## src/hdl/svptw_pkg.sv

```systemverilog
package svptw_pkg;

  localparam int unsigned PTE_W      = 64;
  localparam int unsigned VA_W       = 39;
  localparam int unsigned ROOT_W     = 44;
  localparam int unsigned WIDX_W     = 12;
  localparam int unsigned VPN_W      = 9;
  localparam int unsigned PPN_LSB    = 10;
  localparam int unsigned PAGE_SHIFT = 12;
  localparam int unsigned SLOT_W     = 16;

  // PTE flag bit positions
  localparam int unsigned FLAG_V = 0;
  localparam int unsigned FLAG_R = 1;
  localparam int unsigned FLAG_W = 2;
  localparam int unsigned FLAG_X = 3;
  localparam int unsigned FLAG_U = 4;

  // input tdata layout, lowest bit up
  localparam int unsigned IN_TDATA_W = 120;
  localparam int unsigned IN_WIDX_LSB = 0;
  localparam int unsigned IN_WORD_LSB = IN_WIDX_LSB + WIDX_W;
  localparam int unsigned IN_VA_LSB   = IN_WORD_LSB + PTE_W;
  localparam int unsigned IN_USER_BIT = IN_VA_LSB + VA_W;

  localparam int unsigned OUT_TDATA_W = 72;
  localparam int unsigned OUT_PAD_W   = OUT_TDATA_W - PTE_W - 4;

  localparam int unsigned QUEUE_DEPTH = 2;
  localparam int unsigned QUEUE_PTR_W = 1;
  localparam int unsigned QUEUE_CNT_W = 2;

  localparam logic ACT_WRITE = 1'b0;
  localparam logic ACT_WALK  = 1'b1;

  typedef enum logic [1:0] {
    ST_OK      = 2'd0,
    ST_INVALID = 2'd1,
    ST_USER    = 2'd2,
    ST_NOLEAF  = 2'd3
  } status_e;

  typedef enum logic {
    WS_IDLE,
    WS_WALK
  } walk_state_e;

  // classified command handed from front to back
  typedef struct packed {
    logic              is_walk;
    logic [SLOT_W-1:0] slot;     // write slot, or level 2 slot of a walk
    logic [PTE_W-1:0]  data;
    logic [VA_W-1:0]   va;
    logic              user;
  } cmd_t;

  typedef struct packed {
    logic [1:0]       level;
    status_e          status;
    logic [PTE_W-1:0] pa;
  } result_t;

endpackage

```

## src/hdl/svptw_front.sv

```systemverilog
module svptw_front #(
  parameter int unsigned AW = 12
) (
  input  logic                                 clk_i,
  input  logic                                 rst_ni,
  input  logic [svptw_pkg::ROOT_W-1:0]         root_i,
  input  logic                                 in_valid_i,
  output logic                                 in_ready_o,
  input  logic                                 in_action_i,
  input  logic [svptw_pkg::IN_TDATA_W-1:0]     in_data_i,
  output logic                                 cmd_valid_o,
  input  logic                                 cmd_ready_i,
  output svptw_pkg::cmd_t                      cmd_o
);

  logic                               valid_q;
  svptw_pkg::cmd_t                    cmd_q, cmd_d;
  logic [svptw_pkg::WIDX_W-1:0]       widx;
  logic [svptw_pkg::VA_W-1:0]         va;
  logic [AW+svptw_pkg::WIDX_W-1:0]    wext;
  logic [AW+svptw_pkg::VPN_W-1:0]     rext;
  logic [AW-1:0]                      slot;

  assign widx = in_data_i[svptw_pkg::IN_WIDX_LSB +: svptw_pkg::WIDX_W];
  assign va   = in_data_i[svptw_pkg::IN_VA_LSB +: svptw_pkg::VA_W];

  // word index wraps to the store depth; root slot is root*512 + VPN2
  assign wext = {{AW{1'b0}}, widx};
  assign rext = {root_i[AW-1:0], va[svptw_pkg::VA_W-1 -: svptw_pkg::VPN_W]};

  always_comb begin
    if (in_action_i == svptw_pkg::ACT_WALK) begin
      slot = rext[AW-1:0];
    end else begin
      slot = wext[AW-1:0];
    end
    cmd_d.is_walk = (in_action_i == svptw_pkg::ACT_WALK);
    cmd_d.slot    = svptw_pkg::SLOT_W'(slot);
    cmd_d.data    = in_data_i[svptw_pkg::IN_WORD_LSB +: svptw_pkg::PTE_W];
    cmd_d.va      = va;
    cmd_d.user    = in_data_i[svptw_pkg::IN_USER_BIT];
  end

  assign in_ready_o  = !valid_q || cmd_ready_i;
  assign cmd_valid_o = valid_q;
  assign cmd_o       = cmd_q;

  always_ff @(posedge clk_i or negedge rst_ni) begin
    if (!rst_ni) begin
      valid_q <= 1'b0;
    end else if (in_ready_o) begin
      valid_q <= in_valid_i;
    end
  end

  always_ff @(posedge clk_i) begin
    if (in_valid_i && in_ready_o) begin
      cmd_q <= cmd_d;
    end
  end

endmodule

```

## config.mk

```make
export PLATFORM = sky130hd
export DESIGN_NAME = svptw_front
export DESIGN_NICKNAME = d
export VERILOG_FILES = /design/src/hdl/svptw_pkg.sv /design/src/hdl/svptw_front.sv
export SDC_FILE = /design/constraint.sdc
export NUM_CORES = 1
export LEC_CHECK = 0
export BUFFER_PORTS_ARGS = -buffer_cell sky130_fd_sc_hd__buf_2
export CAP_MARGIN = 10
export CORE_AREA = 2 2 114 116
export CTS_BUF_LIST = sky130_fd_sc_hd__clkbuf_8
export DETAILED_ROUTE_END_ITERATION = 8
export DIE_AREA = 0 0 116 118
export PLACE_DENSITY = 0.6
export SYNTH_ARGS = -nofsm -noshare
export SYNTH_HDL_FRONTEND = slang
export SYNTH_SLANG_ARGS = --single-unit
```

## constraint.sdc

```tcl
create_clock -name clk_i -period 7.9 [get_ports clk_i]
set_input_delay 0.79 -clock clk_i [delete_from_list [all_inputs] [get_ports clk_i]]
set_output_delay 0.79 -clock clk_i [all_outputs]
set_load 0.01 [all_outputs]
```

==> results of run 1 <==
-- cells in the mapped netlist --
library cell / number
conb_1: 1
and2_1: 1
mux2_2: 2
dfrtp_1: 1
buf_6: 1
nand2b_1: 2
buf_4: 4
edfxtp_1: 117
mux2_4: 10
-- power by group through the flow --
stage / clock [W] / sequential [W] / combinational [W]
3_5_place_dp: 0 / 0.000753 / 0.000111
6_report: 0.000525 / 0.000739 / 0.000108
2_1_floorplan: 0 / 0.000776 / 0.0000230
3_3_place_gp: 0 / 0.000751 / 0.000109
5_1_grt: 0.000570 / 0.000742 / 0.000118
4_1_cts: 0.000544 / 0.000740 / 0.000111
-- worst max path at each step --
stage / from / end / slack, ns / cells past startpoint
2_1_floorplan: cmd_ready_i / cmd_o[0] / 3.71 / 2
3_3_place_gp: cmd_ready_i / cmd_o[19] / 5.12 / 4
3_5_place_dp: cmd_ready_i / cmd_o[19] / 5.07 / 4
4_1_cts: cmd_ready_i / cmd_o[19] / 5.54 / 4
5_1_grt: cmd_ready_i / cmd_o[61] / 5.41 / 4
6_report: cmd_ready_i / cmd_o[19] / 5.54 / 4
-- layer usage --
metal | vias up | share of wire (%) | track usage (%)
met4 | 0 | 1.9 | 5.73
met5 | - | 0 | 0
met1 | 1056 | 35 | 11.8
met3 | 12 | 13 | 7.05
met2 | 160 | 50 | 19.7
li1 | 1068 | - | -
-- cell type report --
| type | count | area, um^2 |
|---|---|---|
| Multi-Input combinational cell | 19 | 209 |
| Fill cell | 1144 | 6860 |
| Clock buffer | 17 | 234 |
| Timing Repair Buffer | 243 | 1220 |
| Clock inverter | 14 | 144 |
| Tap cell | 172 | 215 |
| Sequential cell | 118 | 3540 |
-- cell families after synthesis --
family,Yosys count,synth area share [%]
other,1,0.0993
and+or+nand+nor,3,0.497
buffers and inverters,5,1.09
DFF,118,93.7
muxes,12,4.57
-- through the flow --
stage               cells  hold WS, ns  worst slack (ns)
floorplan             142        0.494              3.71
global placement      552        0.519              5.12
detailed placement    552        0.540              5.07
CTS                   583       0.0946              5.54
global route          583       0.0960              5.41
finish                583        0.139              5.54
-- registers in the layout, indices dropped and copies added (netlist names) --
signal / flops
cmd_o: 117
cmd_valid_o: 1
-- worst register-to-register path, stage by stage, from the launching register on --
cell	delay (ns)
dfrtp_1	0.39
nand2b_1	0.12
and2_4	0.57
buf_4	0.83
==> impl_metrics.py, run 1 <==
metrics = {
    "cts": {
        "clock_tree.root_cell": "clkbuf_8",
        "post_cts_buffers": 0,
        "clkTransAtPathRegs_ns": 0.06,
        "cts.sinks": 118,
        "ctsHoldBuffers": 0,
        "ctsResizeCount": 0,
        "htreeDepth": 4,
        "numCtsBuffers": 17,
        "cts_tree": "done",
        "clkLatencyLatePin_ns": 0.42,
        "cts.path.max_buffers": 2,
    },
    "floorplan": {
        "ios": 292,
        "die_x_um": 116,
        "start_util_pct": 30.4,
        "fp.coreArea_mm2": 0.0124,
        "die-area_mm2": 0.0137,
        "die_y_um": 118,
        "rows": 41,
    },
    "power_and_ir_drop": {
        "power.total_w": 0.00137,
        "p_leak_nw": 2.39,
        "p_comb_share_pct": 7.9,
        "internal_power_w": 0.00108,
        "power_switching_w": 0.000289,
        "power.density_mw_per_mm2": 247,
        "seq_power_share_pct": 53.9,
        "peakVddDrop_mv": 0.120,
        "p_clk_share_pct": 38.3,
        "switching_share_pct": 21.1,
    },
    "drt": {
        "drt_iter0_drc": 97,
        "antenna_left": 0,
        "vias": 2296,
        "vias_per_cell": 3.94,
        "routedWlPerCell_um": 14.3,
        "wl_um": 8360,
        "drtPass1Iterations": 6,
        "drc": 0,
    },
    "sta": {
        "rsz0062_at_grt": "no",
        "post-route-period-util_pct": 29.9,
        "clock_skew_ns": 0.00450,
        "slew_violations": 0,
        "finalSetupViolations": 0,
        "fin_crit_ns": 2.36,
        "fin_setup_tns_ns": 0,
        "hold_viol": 0,
        "tightest_slew_ns": 0.827,
        "slew_headroom_pct": 44.8,
        "clock.fmax_mhz": 423,
    },
    "synth": {
        "avgSynthCellArea_um2": 27.2,
        "yosysSeqAreaShare_pct": 93.7,
        "synth_top_area_share_pct": 93.1,
        "ys_seq_elements": 118,
        "syn_inst": 139,
        "yosysTopAreaCell": "edfxtp_1",
        "ys.warnings.count": 0,
        "synth.area.top_cells": "edfxtp_1 93%, mux2_4 4.0%, buf_4 0.80%",
        "syn_area_mm2": 0.00377,
        "yosysUniqueCellTypes": 9,
    },
    "layout": {
        "drive_gt1_share_pct": 68.4,
        "areaGrowthSynthToFinish_pct": 47.3,
        "stdcell_area_mm2": 0.00556,
        "layout.nets": 568,
        "antenna_cells": 0,
        "fin_util_pct": 44.8,
        "final_common_cell": "buf_2",
        "final_cell_mix": "242 x buf_2, 117 x edfxtp_1, 17 x clkbuf_8, 10 x mux2_4",
    },
    "global_route": {
        "grt_pass1_wl_um": 11800,
        "grt_max_degree": 70,
        "antenna_found_initial": 0,
        "grt_usage_pct": 11.9,
        "grt_pass1_vias": 2363,
        "grt_overflow_total": 0,
    },
    "setup_path": {
        "rr_endpoint": "cmd_o[19]",
        "arrival_ns": 2.40,
        "max_stage_delay_ns": 0.79,
        "critPathLaunchType": "primary input",
        "path_class": "primary input to flop",
        "timing.rr.start": "cmd_valid_o",
        "r2r_slack_ns": 5.61,
        "endpoint_kind": "flop",
        "ff2ff_path_depth": 3,
        "cp_max_fo": 69,
        "slowest_stage": "buf_4",
        "path_cells": "buf_2, nand2b_1, and2_4, buf_4",
        "cp_top_family": "buffers and inverters",
        "path_buf_inv": 2,
        "worstPathRequired_ns": 7.94,
    },
    "placement": {
        "post-dp-hpwl_um": 6270,
        "postPlaceCellArea_mm2": 0.00518,
        "place_congestion": 0.710,
        "port_buffers": 242,
    },
    "run_status": {
        "status": "complete, no violations",
    },
    "min_path": {
        "min_path_type": "primary input to asynchronous set/reset pin",
    },
    "job": {
        "maxCapViolations": 0,
    },
}
No activity file was read; power rests on OpenSTA's default activity.
==> run 2: changes to the inputs <==
Settings changed: CORE_AREA 2 2 114 116 to not set, CORE_ASPECT_RATIO set to 0.6, CORE_MARGIN set to 2, CORE_UTILIZATION set to 37, DIE_AREA 0 0 116 118 to not set, PLACE_DENSITY 0.6 to 0.75.
Clock period 7.9 ns to 2 ns, I/O delays scaled along.
==> run 2 against run 1 <==
  * Clock skew is 0.0050 ns higher
  * Via count is 20% higher
  * Non-clock buffer count is 108 higher
  * Combinational power grew to 5.7 times the previous value
  * Clock-buffer cell count stayed put
  * Critical endpoint is now cmd_o[16]
==> impl_metrics.py, run 2 (synthesis gave the netlist of run 1 again) <==
metrics = {
    "run_status": {
        "status": "complete, no violations",
    },
    "setup_path": {
        "path_class": "flop to flop",
        "path_cells": "nand2b_1, and2_4, buf_12",
        "endpoint_kind": "flop",
        "cp_max_fo": 47,
        "arrival_ns": 1.52,
        "max_stage_delay_ns": 0.38,
        "slowest_stage": "dfrtp_1",
        "worstPathRequired_ns": 2.08,
        "critPathLaunchType": "flop",
    },
    "layout": {
        "fillers": 698,
        "layout.nets": 676,
        "antenna_cells": 0,
        "largest_reg_flops": 117,
        "areaGrowthSynthToFinish_pct": 75.3,
        "stdcell_count": 654,
        "stdcell_area_mm2": 0.00662,
        "drive_gt1_share_pct": 54.5,
        "final_common_cell": "buf_2",
        "final_cell_mix": "242 x buf_2, 117 x edfxtp_1, 106 x dlygate4sd3_1, 17 x clkbuf_8, 10 x mux2_4",
    },
    "sta": {
        "hold_viol": 0,
        "slew_violations": 0,
        "fin_setup_tns_ns": 0,
        "clock.fmax_mhz": 694,
        "post-route-period-util_pct": 72.1,
        "fin_crit_ns": 1.44,
        "fin_hold_ws_ns": 0.0947,
        "rsz0062_at_grt": "no",
        "clock_skew_ns": 0.00951,
        "worst_slack_ns": 0.558,
        "finalSetupViolations": 0,
    },
    "drt": {
        "routedWlPerCell_um": 15.8,
        "drt_iter0_drc": 134,
        "drc": 0,
        "vias": 2753,
        "drtPass1Iterations": 4,
        "wl_um": 10400,
        "antenna_left": 0,
        "vias_per_cell": 4.21,
    },
    "global_route": {
        "grt_pass1_vias": 2945,
        "grt_overflow_total": 0,
        "grt_pass1_wl_um": 14700,
        "grt_usage_pct": 18.3,
        "antenna_found_initial": 0,
        "grt_max_degree": 48,
    },
    "cts": {
        "clock_tree.root_cell": "clkbuf_8",
        "cts.sinks": 118,
        "numCtsBuffers": 17,
        "clkTransAtPathRegs_ns": 0.07,
        "ctsResizeCount": 0,
        "clkLatencyLatePin_ns": 0.40,
        "htreeDepth": 4,
        "cts.path.max_buffers": 2,
        "cts_tree": "done",
    },
    "placement": {
        "dp_slack_ns": 0.572,
        "post-dp-hpwl_um": 6690,
        "placed_cells": 517,
        "port_buffers": 242,
        "place_congestion": 0.751,
        "postPlaceCellArea_mm2": 0.00517,
    },
    "floorplan": {
        "die-area_mm2": 0.0111,
        "die_y_um": 82.2,
        "start_util_pct": 38.2,
        "rows": 28,
        "fp.coreArea_mm2": 0.00988,
        "ios": 292,
        "die_x_um": 134,
    },
    "power_and_ir_drop": {
        "power.density_mw_per_mm2": 848,
        "peakVddDrop_mv": 0.515,
        "p_leak_nw": 2.86,
    },
    "job": {
        "maxCapViolations": 0,
    },
    "min_path": {
        "min_path_type": "primary input to flop",
    },
}
## run 2: changes by cell type in the layout (fill, tap and decap cells not counted), sizes merged
cell,delta
dlygate4sd3,+106
buf,+2
clkinv,-3
clkinvlp,+1
inv,+2
## run 2: repair_timing
action / CTS / global route
buffers inserted: 0 / 0
hold endpoints to repair: 106 / 0
hold buffers: 106 / 0
## run 2: power breakdown
group          internal (W)  switching (W)  leakage [nW]
Combinational      0.000344       0.000273          1.53
Clock               0.00119       0.000879         0.201
Sequential          0.00289      0.0000348          1.12
## run 2: path summary, 6_finish.rpt
kind                               from          end  slack, ns  cells past startpoint
max                         cmd_valid_o    cmd_o[16]       0.56                      3
min                        in_data_i[7]   cmd_o[111]       0.09                      2
max reg2reg                 cmd_valid_o    cmd_o[16]       0.56                      3
min reg2reg                 cmd_valid_o  cmd_valid_o       0.55                      2
max in group asynchronous        rst_ni  cmd_valid_o       1.81                      2
min in group asynchronous        rst_ni  cmd_valid_o       0.11                      2
## run 2: cell type report
type / instances / area, um^2 / share of cell area (%)
Timing Repair Buffer: 351 / 2320 / 35.1
Clock inverter: 14 / 146 / 2.21
Clock buffer: 17 / 234 / 3.54
Sequential cell: 118 / 3540 / 53.5
Tap cell: 135 / 169 / 2.55
Multi-Input combinational cell: 19 / 209 / 3.16
## run 2: metal layers
metal,vias to the layer above,GRT usage (%),routed length (um)
li1,1284,-,-
met2,147,33.2,5400
met5,-,0,0
met3,13,8.73,1030
met4,0,5.79,122
met1,1309,19.2,3800
## run 2: critical path, delay by kind of cell, from the launching register on
kind | cells | cell delay (ns)
AND/OR/NAND/NOR | 2 | 0.42
flip-flops | 1 | 0.38
buffers and inverters | 1 | 0.29
## run 2: per-stage QoR
step           utilization [%]  total power [W]
3_5_place_dp              52.4          0.00343
4_1_cts                   67.0          0.00566
5_1_grt                   67.0          0.00583
3_3_place_gp              52.4          0.00340
6_report                  67.0          0.00561
2_1_floorplan                -          0.00314
