===== config.mk =====
export PLATFORM = sky130hd
export DESIGN_NAME = svptw_queue
export DESIGN_NICKNAME = d
export VERILOG_FILES = /design/src/hdl/svptw_pkg.sv /design/src/hdl/svptw_queue.sv
export SDC_FILE = /design/constraint.sdc
export NUM_CORES = 1
export LEC_CHECK = 0
export ABC_AREA = 1
export BUFFER_PORTS_ARGS = -buffer_cell sky130_fd_sc_hd__buf_4
export CORE_MARGIN = 4
export CORE_UTILIZATION = 45
export DETAILED_ROUTE_END_ITERATION = 8
export MAX_ROUTING_LAYER = met4
export PLACE_DENSITY = 0.77
export SYNTH_ARGS = -nofsm -noshare
export SYNTH_HDL_FRONTEND = slang
export SYNTH_SLANG_ARGS = --single-unit

===== constraint.sdc =====
create_clock -name clk_i -period 15.09 [get_ports clk_i]
set_clock_uncertainty 0.05 [all_clocks]
set_input_delay 1.509 -clock clk_i [delete_from_list [all_inputs] [get_ports clk_i]]
set_output_delay 1.509 -clock clk_i [all_outputs]
set_load 0.01 [all_outputs]

===== src/hdl/svptw_pkg.sv =====
package svptw_pkg;

  localparam int unsigned PTE_W      = 64;
  localparam int unsigned VA_W       = 39;
  localparam int unsigned ROOT_W     = 44;
  localparam int unsigned WIDX_W     = 12;
  localparam int unsigned VPN_W      = 9;
  localparam int unsigned PPN_LSB    = 10;
  localparam int unsigned PAGE_SHIFT = 12;
  localparam int unsigned SLOT_W     = 16;

  // PTE flag bit positions
  localparam int unsigned FLAG_V = 0;
  localparam int unsigned FLAG_R = 1;
  localparam int unsigned FLAG_W = 2;
  localparam int unsigned FLAG_X = 3;
  localparam int unsigned FLAG_U = 4;

  // input tdata layout, lowest bit up
  localparam int unsigned IN_TDATA_W = 120;
  localparam int unsigned IN_WIDX_LSB = 0;
  localparam int unsigned IN_WORD_LSB = IN_WIDX_LSB + WIDX_W;
  localparam int unsigned IN_VA_LSB   = IN_WORD_LSB + PTE_W;
  localparam int unsigned IN_USER_BIT = IN_VA_LSB + VA_W;

  localparam int unsigned OUT_TDATA_W = 72;
  localparam int unsigned OUT_PAD_W   = OUT_TDATA_W - PTE_W - 4;

  localparam int unsigned QUEUE_DEPTH = 2;
  localparam int unsigned QUEUE_PTR_W = 1;
  localparam int unsigned QUEUE_CNT_W = 2;

  localparam logic ACT_WRITE = 1'b0;
  localparam logic ACT_WALK  = 1'b1;

  typedef enum logic [1:0] {
    ST_OK      = 2'd0,
    ST_INVALID = 2'd1,
    ST_USER    = 2'd2,
    ST_NOLEAF  = 2'd3
  } status_e;

  typedef enum logic {
    WS_IDLE,
    WS_WALK
  } walk_state_e;

  // classified command handed from front to back
  typedef struct packed {
    logic              is_walk;
    logic [SLOT_W-1:0] slot;     // write slot, or level 2 slot of a walk
    logic [PTE_W-1:0]  data;
    logic [VA_W-1:0]   va;
    logic              user;
  } cmd_t;

  typedef struct packed {
    logic [1:0]       level;
    status_e          status;
    logic [PTE_W-1:0] pa;
  } result_t;

endpackage


===== src/hdl/svptw_queue.sv =====
module svptw_queue (
  input  logic            clk_i,
  input  logic            rst_ni,
  input  logic            in_valid_i,
  output logic            in_ready_o,
  input  svptw_pkg::cmd_t in_cmd_i,
  output logic            out_valid_o,
  input  logic            out_ready_i,
  output svptw_pkg::cmd_t out_cmd_o
);

  svptw_pkg::cmd_t                    entry_q [svptw_pkg::QUEUE_DEPTH];
  logic [svptw_pkg::QUEUE_PTR_W-1:0]  wr_ptr_q, rd_ptr_q;
  logic [svptw_pkg::QUEUE_CNT_W-1:0]  count_q, count_d;
  logic                               push, pop;

  assign in_ready_o  = (count_q != svptw_pkg::QUEUE_CNT_W'(svptw_pkg::QUEUE_DEPTH));
  assign out_valid_o = (count_q != '0);
  assign out_cmd_o   = entry_q[rd_ptr_q];
  assign push        = in_valid_i && in_ready_o;
  assign pop         = out_valid_o && out_ready_i;

  always_comb begin
    count_d = count_q;
    if (push && !pop) begin
      count_d = count_q + 1'b1;
    end else if (pop && !push) begin
      count_d = count_q - 1'b1;
    end
  end

  always_ff @(posedge clk_i or negedge rst_ni) begin
    if (!rst_ni) begin
      wr_ptr_q <= '0;
      rd_ptr_q <= '0;
      count_q  <= '0;
    end else begin
      count_q <= count_d;
      if (push) begin
        wr_ptr_q <= wr_ptr_q + 1'b1;
      end
      if (pop) begin
        rd_ptr_q <= rd_ptr_q + 1'b1;
      end
    end
  end

  always_ff @(posedge clk_i) begin
    if (push) begin
      entry_q[wr_ptr_q] <= in_cmd_i;
    end
  end

endmodule


==> results of run 1 <==
==> synth_stat cells, types with 2 or more instances <==
cell type	count	share of area (%)
nor2_1	2	0.083
buf_6	10	1.2
nand3_1	2	0.11
nand2_1	373	15
inv_1	6	0.25
dfrtp_1	4	1.1
buf_2	15	0.83
buf_4	2	0.17
edfxtp_1	242	80
==> routing by layer <==
metal / wire length, um / vias up
met4: 458 / 0
met3: 1553 / 29
met2: 9959 / 229
met1: 7535 / 2655
met5: 0 / -
li1: - / 2722
==> power groups by stage <==
stage	Sequential, uW	Combinational [uW]	Clock [uW]
5_1_grt	1010	852	665
6_report	999	778	620
2_1_floorplan	1010	434	0
4_1_cts	1000	794	634
3_5_place_dp	1010	790	0
3_3_place_gp	1010	776	0
==> cell families (layout without fill, tap and decap cells) <==
family / count (synthesis) / in the layout
and+or+nand+nor: 378 / 378
DFF: 246 / 246
buffers and inverters: 34 / 304
xor gates and xnor gates: 2 / 2
adders and majority gates: 1 / 1
==> state kept, by name (all words and copies together), names as in the netlist <==
register / count
count_q: 2
wr_ptr_q: 1
rd_ptr_q: 1
entry_q: 242
==> final timing paths <==
path | startpoint | endpoint | slack (ns) | cells past startpoint
worst min register to register | count_q[0]$_DFFE_PN0P_ | count_q[0]$_DFFE_PN0P_ | 0.47 | 1
worst min-delay path | count_q[0]$_DFFE_PN0P_ | count_q[0]$_DFFE_PN0P_ | 0.47 | 1
max in group asynchronous | rst_ni | rd_ptr_q$_DFFE_PN0P_ | 14.13 | 1
worst max register to register | count_q[0]$_DFFE_PN0P_ | entry_q[1][108]$_DFFE_PP_ | 12.22 | 6
worst max-delay path | rd_ptr_q$_DFFE_PN0P_ | out_cmd_o[48] | 10.58 | 5
min in group asynchronous | rst_ni | count_q[1]$_DFFE_PN0P_ | 0.74 | 1
==> area by class of cell <==
class / count / area share [%]
sequential: 246 / 61.78
timing repair buffer: 253 / 15.92
multi-input combinational: 381 / 12.31
clock buffer: 28 / 5.338
tap: 265 / 2.779
clock inverter: 16 / 1.636
inverter: 7 / 0.2412
==> stage by stage <==
step	setup WS, ns	cell area (um2)	cells
2_1_floorplan	7.789	9052	661
3_3_place_gp	11.12	11100	1152
3_5_place_dp	11.07	11100	1152
4_1_cts	10.53	11930	1196
5_1_grt	10.31	11930	1196
6_report	10.58	11930	1196
==> worst register-to-register path: stages, from the launching register on <==
cell and delay (ns):
dfrtp_1 0.38, inv_1 0.10, nand2_1 0.09, nand2_1 0.19, nor2_4 0.13, buf_4 0.62
buf_4 0.85
==> impl_metrics.env, run 1 <==
export IMPL_status="completed"
export IMPL_synth_main_ff_cell="edfxtp_1"
export IMPL_path_cells="inv_4 -> buf_4 -> nand2_1 -> nand2_1 -> buf_4"
export IMPL_synth_seq_cells=246
export IMPL_fin_crit_ns=4.513
export IMPL_diodes=0
export IMPL_antenna_left=0
export IMPL_cts_root_buf="clkbuf_16"
export IMPL_hold_viol=0
export IMPL_synth_distinct_cells=14
export IMPL_nets=1039
export IMPL_dr_total_vias=5635
export IMPL_final_setup_viol_count=0
export IMPL_timing_hold_ws_ns=0.4654
export IMPL_critPathSlowestCell="buf_4"
export IMPL_cts_sinks=246
export IMPL_wl_per_cell_um=16.31
export IMPL_synth_xor_area_share_pct=0.1935
export IMPL_p_seq_share_pct=41.7
export IMPL_max_cap_violations=0
export IMPL_fin_crit_sh_pct=29.90
export IMPL_netSwitchingPower_uw=761.3
export IMPL_synth_compound_area_share_pct=0
export IMPL_crit_type="flop to primary output"
export IMPL_ys_async_sr_fraction_pct=1.626
export IMPL_yosysSeqAreaShare_pct=81.38
export IMPL_layout_common_cells="373 x nand2_1, 253 x buf_4, 242 x edfxtp_1"
export IMPL_coreArea_mm2=0.01965
export IMPL_gr_usage_met1_pct=21.11
export IMPL_ios=248
export IMPL_grtUsageMet3_pct=3.089
export IMPL_cp_top_family="buffers and inverters"
export IMPL_cts_buffers=24
export IMPL_clock_latency_ns=0.50
export IMPL_antenna_found_initial=0
export IMPL_grt_overflow_total=0
export IMPL_synth_nets=787
export IMPL_setup_tns_ns=0
export IMPL_synth_adder_area_share_pct=0.1382
export IMPL_seqCellArea_mm2=0.007371
export IMPL_avgViaCountPerCell=4.712
export IMPL_start_kind="flop"
export IMPL_ys_warn_count=0
export IMPL_clock_power_share_pct=25.9
export IMPL_cts_max_path_buffers=3
export IMPL_cts_resized_gates=0
export IMPL_fmax_mhz=221.6
export IMPL_grt_pass1_wl_um=29040
export IMPL_dp_hpwl_um=12620
export IMPL_die_w_um=149.8
export IMPL_grt_util_met2_pct=28.52
export IMPL_grtUsageTotal_pct=16.97
export IMPL_drv_slew=0
export IMPL_clk_pin_slew_worst_paths_ns=0.06
export IMPL_swShare_pct=31.77
export IMPL_dr_pass1_iters=4
export IMPL_grt_busiest_layer="met2"
export IMPL_layout_commonest_cell="nand2_1"
export IMPL_syn_avg_cell_area_um2=13.70
export IMPL_drtIter0Drc=302
export IMPL_synthMuxAreaShare_pct=0
export IMPL_grt_pass1_vias=5631
export IMPL_yosys_area_share_simple_pct=15.73
export IMPL_endpoint_kind="primary output"
export IMPL_netlist_area_mm2=0.009052
export IMPL_start_util_pct=46.06
export IMPL_p_comb_share_pct=32.5
export IMPL_min_path_type="flop to flop"
export IMPL_drc_errors=0
export IMPL_cts_setup_buffers=0
export IMPL_cp_slowest_stage_delay_ns=0.78
export IMPL_port_buffers=247
export IMPL_p_leak_uw=0.005081
export IMPL_synthToLayoutAreaGrowth_pct=31.80
export IMPL_ctsHoldBuffers=0
export IMPL_fp_dieH_um=149.8
export IMPL_grt_max_degree=90
export IMPL_critPathRequiredTime_ns=13.53
export IMPL_placementRows=51
export IMPL_globalplace_congestion=0.7537
export IMPL_h_tree_depth=1
export IMPL_tightest_slew_ns=0.9994
export IMPL_synth_edf_count=242
export IMPL_wl_um=19510
export IMPL_drive_gt1_share_pct=31.15
export IMPL_max_slew_margin_pct=33.38
export IMPL_synth_top_family_by_area="simple AND/OR/NAND/NOR gates"
export IMPL_cellPowerDensity_mw_per_mm2=200.8
export IMPL_final_core_util_pct=60.71
export IMPL_fillCellCount=1510
export IMPL_cts_tree="built"
export IMPL_p_total_uw=2396
export IMPL_crit_arrival_ns=2.95
export IMPL_cp_num_buf_inv=3
export IMPL_rsz0062_at_grt="false"
export IMPL_worstPathMaxFanout=89
export IMPL_peakVddDrop_v=0.0001214
export IMPL_syn_instance_count=661
export IMPL_multi_input_area_mm2=0.001469
export IMPL_fp_dieArea_mm2=0.02245
export IMPL_p_int_uw=1635
Power figures use the tool's default switching activity.
==> inputs of run 2 (changes only) <==
Settings changed: PLACE_DENSITY 0.77 to 0.8.
Clock period 15.09 ns to 3.8 ns, I/O delays scaled along.
==> run 2 against run 1 <==
Wire length grew 16%. Largest cell class unchanged. Via count up 12%. Core utilization grew 5.9 points. Die area did not move. First-iteration DRC count is 17% higher.
==> impl_metrics.env, run 2 (synthesized netlist as in run 1, its figures left out) <==
export IMPL_nets=1162
export IMPL_dp_slack_ns=1.277
export IMPL_grt_overflow_total=0
export IMPL_final_setup_viol_count=0
export IMPL_cts_root_buf="clkbuf_16"
export IMPL_cts_max_path_buffers=3
export IMPL_clock_latency_ns=0.50
export IMPL_max_slew_margin_pct=44.79
export IMPL_largest_registers="entry_q (242), count_q (2)"
export IMPL_hold_depth=1
export IMPL_place_area_mm2=0.01119
export IMPL_placementRows=51
export IMPL_critPathSlowestCell="dfrtp_4"
export IMPL_hp_start="in_cmd_i[74]"
export IMPL_start_util_pct=46.06
export IMPL_r2r_slack_ns=1.60
export IMPL_layout_common_cells="373 x nand2_1, 254 x buf_4, 242 x edfxtp_1"
export IMPL_synthToLayoutAreaGrowth_pct=44.64
export IMPL_antenna_found_initial=1
export IMPL_r2r_start="count_q[0]$_DFFE_PN0P_"
export IMPL_fin_crit_ns=3.008
export IMPL_cts_resized_gates=0
export IMPL_clk_pin_slew_worst_paths_ns=0.06
export IMPL_crit_type="flop to primary output"
export IMPL_holdPathEnd="entry_q[1][74]$_DFFE_PP_"
export IMPL_max_cap_violations=0
export IMPL_fmax_mhz=332.4
export IMPL_reg2reg_depth=5
export IMPL_globalplace_congestion=0.8091
export IMPL_endpoint_kind="primary output"
export IMPL_start_kind="flop"
export IMPL_hold_viol=0
export IMPL_largest_register="entry_q"
export IMPL_dr_pass1_iters=4
export IMPL_fin_crit_sh_pct=79.16
export IMPL_drv_slew=0
export IMPL_final_area_mm2=0.01309
export IMPL_drtIter0Drc=354
export IMPL_fillCellCount=1301
export IMPL_grt_max_degree=68
export IMPL_cp_top_family="buffers and inverters"
export IMPL_dp_hpwl_um=13050
export IMPL_min_path_type="input pin to flop"
export IMPL_cts_setup_buffers=0
export IMPL_tightest_slew_ns=0.8262
export IMPL_antenna_left=0
export IMPL_peakVddDrop_v=0.0004597
export IMPL_largest_reg_flops=242
export IMPL_cts_tree="built"
export IMPL_coreArea_mm2=0.01965
export IMPL_cp_num_buf_inv=3
export IMPL_grt_pass1_vias=6496
export IMPL_path_cells="inv_4 -> buf_12 -> nand2_1 -> nand2_1 -> buf_4"
export IMPL_fp_dieH_um=149.8
export IMPL_seqCellArea_mm2=0.007371
export IMPL_r2r_end="entry_q[0][35]$_DFFE_PP_"
export IMPL_cellPowerDensity_mw_per_mm2=725.4
export IMPL_drc_errors=0
export IMPL_final_core_util_pct=66.62
export IMPL_rsz0062_at_grt="false"
export IMPL_setup_tns_ns=0
export IMPL_layout_commonest_cell="nand2_1"
export IMPL_wl_um=22670
export IMPL_p_leak_uw=0.005560
export IMPL_port_buffers=247
export IMPL_drive_gt1_share_pct=27.76
export IMPL_multi_input_area_mm2=0.001469
export IMPL_wl_per_cell_um=17.20
export IMPL_crit_arrival_ns=2.58
export IMPL_grt_pass1_wl_um=33920
export IMPL_h_tree_depth=1
export IMPL_fp_dieArea_mm2=0.02245
export IMPL_fin_ws_ns=0.7920
export IMPL_grtUsageTotal_pct=20.00
export IMPL_crit_top_cell="nand2_1"
export IMPL_ios=248
export IMPL_avgViaCountPerCell=4.804
export IMPL_cts_sinks=246
export IMPL_cts_buffers=24
export IMPL_dr_total_vias=6332
export IMPL_critPathRequiredTime_ns=3.37
export IMPL_status="completed"
export IMPL_worstPathMaxFanout=67
export IMPL_die_w_um=149.8
export IMPL_cp_slowest_stage_delay_ns=0.74
==> run 2: cell count changes in the layout (fill, tap and decap cells not counted) <==
cell           change
buf_4              +1
diode_2            +1
dlygate4sd3_1    +118
clkbuf_1           +2
bufinv_16          -4
clkinv_1           -1
clkinvlp_4         +1
buf_12             +4
==> run 2: layer usage <==
metal	global-route usage, %	routed length, um	share of wire (%)	up-vias
li1	-	-	-	2976
met1	23.22	8380	37	3023
met2	35.05	12080	53	267
met3	3.210	1319	5.8	66
met4	7.685	886	3.9	0
met5	-	0	0	-
==> run 2: per-stage QoR <==
stage	cells	power (uW)	hold WS (ns)
global route	1318	10000	0.004379
finish	1318	9499	0.02207
detailed placement	1157	7204	0.1320
floorplan	661	5663	0.03441
global placement	1157	7142	0.1309
CTS	1317	9502	0.0001129
==> run 2: final cells by class <==
type	count	share of cell area, %
multi-input cells	381	11.22
inverters	7	0.2198
repair buffers	376	24.19
clock buffers	30	4.921
flip-flops and latches	246	56.29
well taps	265	2.532
clock inverters	12	0.6020
diodes	1	0.01911
==> run 2: report_power, final <==
part           switching [uW]  internal (uW)  total [uW]  leakage (uW)
sequential                254           3710        3960       0.00230
clock                     939           1260        2200      0.000351
combinational            1960           1380        3340       0.00291
==> run 2: how the worst max path moves through the flow <==
stage                                start                 endpoint  slack, ns  cells after the start
floorplan           count_q[0]$_DFFE_PN0P_  entry_q[0][0]$_DFFE_PP_      -0.53                      4
global placement      rd_ptr_q$_DFFE_PN0P_            out_cmd_o[83]       1.31                      5
detailed placement    rd_ptr_q$_DFFE_PN0P_            out_cmd_o[84]       1.28                      5
CTS                   rd_ptr_q$_DFFE_PN0P_            out_cmd_o[84]       0.73                      5
global route          rd_ptr_q$_DFFE_PN0P_            out_cmd_o[70]       0.62                      5
finish                rd_ptr_q$_DFFE_PN0P_            out_cmd_o[79]       0.79                      5
==> run 2: timing repair <==
item                       CTS  global route
hold buffers               118             0
hold endpoints to repair   236             0
setup endpoints to repair    0             0
==> run 2: worst register-to-register path, cell delays in order, from the launching register on <==
cell and delay, ns:
dfrtp_1 0.38, inv_1 0.08, nand2_1 0.11, nand2_1 0.20, nor2_4 0.68, buf_4 0.39
==> inputs of run 3 (changes only) <==
Settings changed: PLACE_DENSITY 0.8 to 0.77.
Clock period 3.8 ns to 2.8 ns, I/O delays scaled along.
==> run 3 against run 2 <==
Hold slack better by 0.028 ns. Non-clock buffer count up 2. Clock power increased by 49%. Die area is the same. Register-to-register slack worse by 0.51 ns. Core utilization is 0.73 points higher. Sequential cell count unchanged. Critical path depth unchanged. Power grew 38%. Via count is 1.6% lower. Sequential power rose by 32%.
==> impl_metrics.env, run 3 (synthesized netlist as in run 1, its figures left out) <==
export IMPL_grtUsageMet3_pct=3.089
export IMPL_dr_pass1_iters=5
export IMPL_r2r_slack_ns=1.09
export IMPL_p_comb_share_pct=35.2
export IMPL_reg2reg_depth=5
export IMPL_dp_hpwl_um=12270
export IMPL_layout_common_cells="371 x nand2_1, 250 x buf_4, 242 x edfxtp_1"
export IMPL_drv_slew=0
export IMPL_endpoint_kind="primary output"
export IMPL_fmax_mhz=425.9
export IMPL_nets=1164
export IMPL_hold_depth=3
export IMPL_gr_usage_met1_pct=23.43
export IMPL_p_seq_share_pct=39.9
export IMPL_grt_pass1_vias=6409
export IMPL_h_tree_depth=1
export IMPL_placementRows=51
export IMPL_largest_registers="entry_q (242), count_q (2)"
export IMPL_r2r_end="entry_q[1][71]$_DFFE_PP_"
export IMPL_p_leak_uw=0.005619
export IMPL_wl_um=21510
export IMPL_final_setup_viol_count=0
export IMPL_avgViaCountPerCell=4.714
export IMPL_synthToLayoutAreaGrowth_pct=46.22
export IMPL_final_core_util_pct=67.35
export IMPL_crit_type="flop to primary output"
export IMPL_clk_pin_slew_worst_paths_ns=0.06
export IMPL_holdPathEnd="wr_ptr_q$_DFFE_PN0P_"
export IMPL_cts_tree="built"
export IMPL_worstPathMaxFanout=47
export IMPL_critPathRequiredTime_ns=2.47
export IMPL_die_w_um=149.8
export IMPL_r2r_start="count_q[0]$_DFFE_PN0P_"
export IMPL_grtUsageTotal_pct=19.23
export IMPL_drc_errors=0
export IMPL_coreArea_mm2=0.01965
export IMPL_start_kind="flop"
export IMPL_critPathSlowestCell="dfrtp_4"
export IMPL_grt_util_met2_pct=33.00
export IMPL_antenna_found_initial=0
export IMPL_ios=248
export IMPL_grt_max_degree=123
export IMPL_grt_overflow_total=0
export IMPL_cts_setup_buffers=0
export IMPL_grt_pass1_wl_um=33220
export IMPL_drtIter0Drc=303
export IMPL_max_slew_margin_pct=59.85
export IMPL_netSwitchingPower_uw=4227
export IMPL_largest_register="entry_q"
export IMPL_wl_per_cell_um=16.27
export IMPL_start_util_pct=46.06
export IMPL_crit_arrival_ns=2.02
export IMPL_clock_latency_ns=0.50
export IMPL_final_area_mm2=0.01324
export IMPL_cp_slowest_stage_delay_ns=0.50
export IMPL_fin_crit_ns=2.348
export IMPL_fin_crit_sh_pct=83.86
export IMPL_layout_commonest_cell="nand2_1"
export IMPL_swShare_pct=32.14
export IMPL_fp_dieH_um=149.8
export IMPL_rsz0062_at_grt="false"
export IMPL_grt_busiest_layer="met2"
export IMPL_cts_max_path_buffers=3
export IMPL_crit_top_cell="nand2_1"
export IMPL_dr_total_vias=6232
export IMPL_cts_resized_gates=0
export IMPL_hold_viol=0
export IMPL_port_buffers=247
export IMPL_max_cap_violations=0
export IMPL_antenna_left=0
export IMPL_cts_buffers=24
export IMPL_place_area_mm2=0.01119
export IMPL_cts_sinks=246
export IMPL_peakVddDrop_v=0.0006378
export IMPL_tightest_slew_ns=0.6022
export IMPL_fp_dieArea_mm2=0.02245
export IMPL_cts_root_buf="clkbuf_16"
export IMPL_hp_start="in_valid_i"
export IMPL_clock_power_share_pct=24.9
export IMPL_largest_reg_flops=242
export IMPL_path_cells="inv_4 -> buf_12 -> nand2_1 -> nand2_1 -> buf_4"
export IMPL_min_path_type="input pin to flop"
export IMPL_cellPowerDensity_mw_per_mm2=993.4
export IMPL_drive_gt1_share_pct=28.03
export IMPL_globalplace_congestion=0.7437
export IMPL_status="completed"
export IMPL_p_int_uw=8923
-- run 3: changes by cell type in the layout (fill, tap and decap cells not counted), sizes merged --
| cell | delta |
|---|---|
| bufinv | +3 |
| dlygate4sd3 | +5 |
| buf | -3 |
| clkinv | -1 |
-- run 3: worst max path at each step --
stage	startpoint	cells after the start	to
3_5_place_dp	rd_ptr_q$_DFFE_PN0P_	5	out_cmd_o[86]
2_1_floorplan	count_q[0]$_DFFE_PN0P_	4	entry_q[0][0]$_DFFE_PP_
3_3_place_gp	rd_ptr_q$_DFFE_PN0P_	5	out_cmd_o[71]
6_report	rd_ptr_q$_DFFE_PN0P_	5	out_cmd_o[71]
5_1_grt	rd_ptr_q$_DFFE_PN0P_	5	out_cmd_o[104]
4_1_cts	rd_ptr_q$_DFFE_PN0P_	5	out_cmd_o[86]
-- run 3: final cells by class --
type	instances	area (um2)
clock inverters	14	166.4
inverters	7	28.78
repair buffers	378	3208
clock buffers	30	644.4
well taps	265	331.6
diodes	1	2.502
multi-input cells	381	1484
fillers	1303	6417
flip-flops and latches	246	7371
-- run 3: what timing repair did --
| item | in CTS | in global routing |
|---|---|---|
| setup endpoints to repair | 0 | 0 |
| hold buffers | 123 | 0 |
| endpoints found under the hold margin | 247 | 0 |
-- run 3: power groups by stage --
stage	Clock, uW	Sequential [uW]	Combinational, uW
floorplan	0	5290	2370
global placement	0	5280	4450
detailed placement	0	5310	4500
CTS	3340	5240	4660
global route	3510	5310	5060
finish	3280	5240	4630
-- run 3: through the flow --
stage	setup TNS (ns)	worst slack (ns)	instances	power, uW	hold WS [ns]
2_1_floorplan	-15.19	-0.07236	661	7664	-0.06559
3_3_place_gp	0	0.9582	1154	9725	0.03055
3_5_place_dp	0	0.9598	1154	9814	0.03075
4_1_cts	0	0.4114	1321	13240	0.03210
5_1_grt	0	0.3100	1321	13870	0.03553
6_report	0	0.4519	1322	13150	0.05056
-- run 3: per-layer routing --
| layer | part of all wire (%) | vias up |
|---|---|---|
| met5 | 0 | - |
| met4 | 3.0 | 0 |
| met3 | 7.2 | 50 |
| met2 | 52 | 263 |
| met1 | 38 | 2936 |
| li1 | - | 2983 |
-- run 3: worst max-delay path, delay by kind of cell, from the launching register on --
family / cells / cell delay, ns
buffers and inverters: 3 / 0.79
AND/OR/NAND/NOR: 2 / 0.18
flip-flops: 1 / 0.50
